**config.mk**
```make
export PLATFORM = sky130hd
export DESIGN_NAME = mtq_ctrl
export DESIGN_NICKNAME = d
export VERILOG_FILES = /design/src/rtl/core/mtq_pkg.sv /design/src/rtl/core/mtq_ctrl.sv
export SDC_FILE = /design/constraint.sdc
export NUM_CORES = 1
export LEC_CHECK = 0
export BUFFER_PORTS_ARGS = -buffer_cell sky130_fd_sc_hd__buf_2
export CAP_MARGIN = 15
export CORE_MARGIN = 2
export CORE_UTILIZATION = 35
export CTS_CLUSTER_DIAMETER = 80
export DETAILED_ROUTE_END_ITERATION = 16
export HOLD_SLACK_MARGIN = 0.06
export PLACE_DENSITY = 0.57
export SYNTH_ARGS = -nofsm -noshare
export SYNTH_HDL_FRONTEND = slang
export SYNTH_SLANG_ARGS = --single-unit
```
**constraint.sdc**
```tcl
create_clock -name clk_i -period 3 [get_ports clk_i]
set_input_delay 0 -clock clk_i [delete_from_list [all_inputs] [get_ports clk_i]]
set_output_delay 0 -clock clk_i [all_outputs]
set_load 0.1 [all_outputs]
```
**src/rtl/core/mtq_pkg.sv**
```systemverilog
// mtq_pkg: shared sizes, codes and control structs of the max tracking queue
// depends on: nothing

package mtq_pkg;

  // queue sizing
  localparam int unsigned DEPTH = 1024;
  localparam int unsigned AW    = $clog2(DEPTH);
  localparam int unsigned CW    = $clog2(DEPTH + 1);
  localparam int unsigned OCC_W = 11;
  localparam int unsigned STS_W = 2;

  localparam logic signed [31:0] MIN_WORD = 32'sh8000_0000;

  // request command codes
  typedef enum logic {
    CMD_ENQ = 1'b0,
    CMD_DEQ = 1'b1
  } cmd_e;

  // result status codes
  typedef enum logic [STS_W-1:0] {
    STS_OK    = 2'd0,
    STS_EMPTY = 2'd1,
    STS_FULL  = 2'd2
  } sts_e;

  // controller states
  typedef enum logic [6:0] {
    S_IDLE  = 7'b000_0001,
    S_EXEC  = 7'b000_0010,
    S_XFER  = 7'b000_0100,
    S_POPRD = 7'b000_1000,
    S_POP   = 7'b001_0000,
    S_MAXRD = 7'b010_0000,
    S_FIN   = 7'b100_0000
  } state_e;

  // controller to datapath
  typedef struct packed {
    logic capture;
    logic exec_enq;
    logic deq_empty;
    logic xfer_step;
    logic pop_read;
    logic pop;
    logic max_load;
    logic load_out;
  } dp_cmd_t;

  // datapath to controller
  typedef struct packed {
    logic cmd_deq;
    logic held_zero;
    logic out_empty;
    logic in_empty;
    logic pop_reload;
  } dp_sts_t;

endpackage

```
**src/rtl/core/mtq_ctrl.sv**
```systemverilog
// mtq_ctrl: sequencer for enqueue, stack transfer and dequeue, result handshake
// depends on: mtq_pkg

module mtq_ctrl import mtq_pkg::*; (
  input  logic    clk_i,
  input  logic    rst_ni,
  input  logic    in_valid_i,
  output logic    in_ready_o,
  output logic    out_valid_o,
  input  logic    out_ready_i,
  input  dp_sts_t sts_i,
  output dp_cmd_t cmd_o
);

  state_e state_q, state_d;
  logic   out_valid_q, out_valid_d;
  logic   slot_free;

  assign in_ready_o  = (state_q == S_IDLE);
  assign out_valid_o = out_valid_q;
  assign slot_free   = !out_valid_q || out_ready_i;

  // next state and datapath commands
  always_comb begin
    state_d = state_q;
    cmd_o   = '0;
    unique case (state_q)
      S_IDLE: begin
        if (in_valid_i) begin
          cmd_o.capture = 1'b1;
          state_d       = S_EXEC;
        end
      end
      S_EXEC: begin
        if (!sts_i.cmd_deq) begin
          cmd_o.exec_enq = 1'b1;
          state_d        = S_FIN;
        end else if (sts_i.held_zero) begin
          cmd_o.deq_empty = 1'b1;
          state_d         = S_FIN;
        end else if (sts_i.out_empty) begin
          state_d = S_XFER;
        end else begin
          cmd_o.pop_read = 1'b1;
          state_d        = S_POP;
        end
      end
      S_XFER: begin
        cmd_o.xfer_step = 1'b1;
        if (sts_i.in_empty) begin
          state_d = S_POPRD;
        end
      end
      S_POPRD: begin
        cmd_o.pop_read = 1'b1;
        state_d        = S_POP;
      end
      S_POP: begin
        cmd_o.pop = 1'b1;
        state_d   = sts_i.pop_reload ? S_MAXRD : S_FIN;
      end
      S_MAXRD: begin
        cmd_o.max_load = 1'b1;
        state_d        = S_FIN;
      end
      S_FIN: begin
        if (slot_free) begin
          cmd_o.load_out = 1'b1;
          state_d        = S_IDLE;
        end
      end
      default: state_d = S_IDLE;
    endcase
  end

  // result valid flag
  always_comb begin
    out_valid_d = out_valid_q;
    if (out_valid_q && out_ready_i) begin
      out_valid_d = 1'b0;
    end
    if (cmd_o.load_out) begin
      out_valid_d = 1'b1;
    end
  end

  always_ff @(posedge clk_i or negedge rst_ni) begin
    if (!rst_ni) begin
      state_q     <= S_IDLE;
      out_valid_q <= 1'b0;
    end else begin
      state_q     <= state_d;
      out_valid_q <= out_valid_d;
    end
  end

  // checks
  assert property (@(posedge clk_i) disable iff (!rst_ni) $onehot(state_q))
    else $error("state register not one-hot");
  assert property (@(posedge clk_i) disable iff (!rst_ni)
                   out_valid_q && !out_ready_i |-> !cmd_o.load_out)
    else $error("result overwritten before taken");
  assert property (@(posedge clk_i) disable iff (!rst_ni)
                   cmd_o.capture |=> (state_q == S_EXEC))
    else $error("accepted beat not executed");

endmodule
```
==> key figures <==
Status
  • Status: completed

Drt
  • Final wirelength: 1063 µm
  • Post-route ant nets: 0
  • Post-DR vias/cell: 4.990
  • Initial DRC Count: 5
  • Routed WL per cell: 10.85 µm
  • Vias: 489
  • # DRC: 0
  • TritonRoute pass-1 iters: 4

Synth
  • YS warnings: 0
  • Syn Inst Count: 57
  • Netlist cell types: 29
  • Net Count, Synth: 66
  • Synth Cell Area: 494.2 µm²
  • Number of synthesized register bits: 8
  • Syn Area/Cell: 8.671 µm²
  • Register area share after synthesis: 40.76%

Setup path
  • Cell Chain, Critical Path: or4_1, or4b_4, nor2b_1, buf_2
  • Max stage delay on crit path: 0.60 ns
  • Critical Path Fanout Max: 8
  • Slowest cell on the critical path: or4_1
  • Crit start category: flip-flop
  • Critical Path End Type: primary output
  • CP Data Required Time: 3.00 ns
  • Crit path kind: reg2out
  • Worst path arrival time: 2.41 ns

STA
  • Fmax: 415.2 MHz
  • RSZ-0062 raised after global routing: false
  • Hold Fails Final Rpt: 0
  • Fin. max-slew vios: 0
  • Worst Hold Margin: 0.1277 ns
  • Clock Skew: 0.001064 ns
  • Worst Tran Pin Value: 0.6649 ns
  • Final critical-path share of the clock period: 80.29%
  • Slew margin rel.: 55.27%
  • Setup TNS: 0 ns
  • Clock period minus worst slack: 2.409 ns
  • Final setup vio count: 0

Floorplanning
  • I/O pin count: 19
  • Die Wd: 41.58 µm
  • Die ar.: 1728 µm²
  • Initial Util: 37.51%
  • Core ar.: 1318 µm²
  • DIE HEIGHT: 41.58 µm
  • # rows: 13

GRT
  • GRT overflow: 0
  • Initial antenna violation count: 0
  • Largest net degree at the start of global routing: 13
  • Global-route wire length before repair: 1835 µm
  • Gr usage total: 14.21%
  • Vias in the first global route: 490

Placement
  • Post-DP HPWL: 805.5 µm
  • GP Congestion: 0.7390
  • Port Buffers: 18

Clock tree
  • Clock-pin slew on the worst setup and hold paths: 0.06 ns
  • Clock net sink count: 8
  • Setup Fix Bufs, Post-CTS: 0
  • CTS Root Cell: clkbuf_4
  • Num CTS Buffers: 3
  • Clock latency on the worst-skew pair: 0.26 ns
  • H-tree level count: 1
  • CTS tree: done
  • Post-CTS sizing: 0
  • Clk buf depth: 2

Final layout
  • Most common cell after layout, fill and taps aside: buf_2
  • P&R area growth vs syn: 41.52%
  • Most frequent cells in the layout: buf_2, nor2_1, dfrtp_1
  • Fraction of layout cells with a size suffix above 1: 33.73%
  • Fin nets: 93
  • Post-route core utilization: 53.09%
  • Antenna diode count: 0

Run
  • Max cap viols: 0

Worst hold path
  • HP Class: in2async

Power
  • Max IR drop VDD: 430.5 µV
  • Total design power: 0.5220 mW
  • P per Cell Area: 746.3 nW/µm²
  • LEAKAGE: 0.3611 nW
==> path summary, 6_finish.rpt <==
| path | startpoint | to | cells after the start | slack, ns |
|---|---|---|---|---|
| max in group asynchronous | rst_ni | state_q[0] | 2 | 2.63 |
| min in group clk_i | sts_i[4] | state_q[6] | 3 | 0.18 |
| worst min register to register | out_valid_o | out_valid_o | 2 | 0.63 |
| worst min-delay path | rst_ni | out_valid_o | 2 | 0.13 |
| worst max-delay path | state_q[3] | cmd_o[0] | 4 | 0.59 |
| worst max register to register | state_q[5] | state_q[2] | 4 | 0.88 |
==> flip-flops by register name, indices dropped and copies added (netlist names) <==
name and cells:
out_valid_o 1, state_q 7
==> critical path: cells and delay by family, from the launching register on <==
| family | cells | cell delay [ns] |
|---|---|---|
| and+or+nand+nor | 3 | 1.28 |
| DFF | 1 | 0.44 |
| buffers and inverters | 1 | 0.43 |
==> cell type report <==
cell class | instances | area, µm²
flip-flops and latches | 8 | 201.4
multi-input cells | 45 | 295.3
repair buffers | 24 | 150.1
inverters | 2 | 7.507
well taps | 15 | 18.77
clock buffers | 4 | 26.28
fillers | 121 | 618.1
==> repair_timing <==
| action | 4_1_cts | 5_1_grt |
|---|---|---|
| hold buffers | 6 | 0 |
| endpoints found under the hold margin | 14 | 0 |
| endpoints found under the setup margin | 0 | 0 |
==> cells by family (layout without fill, tap and decap cells) <==
family | after synthesis | after routing | synth area share, %
buffers and inverters | 4 | 30 | 3.798
muxes | 1 | 1 | 2.025
DFF | 8 | 8 | 40.76
xor gates and xnor gates | 1 | 1 | 1.772
AOI/OAI and AO/OA | 8 | 8 | 9.621
and+or+nand+nor | 35 | 35 | 42.03
==> metal layers <==
layer  vias up  GRT usage, %  share of wire, %
met1       220         13.78                45
met5         -             0                 0
met4         0         5.806               1.1
met3         2         6.522               5.5
li1        251             -                 -
met2        16         25.62                48
==> cells in the mapped netlist <==
cell	instances	share of area, %
nor2_1	8	6.1
dfrtp_1	7	35
and2_1	4	5.1
o21ai_0	4	4.1
nand2_1	3	2.3
nand3_1	3	3.0
inv_1	2	1.5
nand2b_1	2	2.5
nor2b_1	2	2.5
nor3b_1	2	3.0
nor4b_1	2	3.5
a211oi_1	1	1.5
a21oi_1	1	1.0
and2b_1	1	1.5
buf_4	1	1.5
clkbuf_1	1	0.76
dfstp_2	1	5.3
mux2i_1	1	2.0
nand3b_1	1	1.5
nor2_2	1	1.3
nor3_1	1	1.0
nor4_1	1	1.3
o2111ai_1	1	1.8
o22ai_1	1	1.3
or2b_2	1	1.8
or3_1	1	1.3
or4_1	1	1.5
or4b_4	1	2.8
xor2_1	1	1.8
==> metrics by stage <==
step                setup slack [ns]  cells  cell area [µm²]
floorplan                   -0.01433     57            515.5
global placement              0.8922     88            613.1
detailed placement            0.8596     88            613.1
CTS                           0.5734     98            699.4
global route                  0.5115     98            699.4
finish                        0.5914     98            699.4
==> power by group <==
| group | leakage [nW] | switching [mW] | internal [mW] |
|---|---|---|---|
| logic | 0.239 | 0.205 | 0.0766 |
| clock network | 0.0150 | 0.0409 | 0.0512 |
| registers | 0.107 | 0.0201 | 0.128 |
| total | 0.361 | 0.266 | 0.256 |
(Power assumes the default switching activity.)
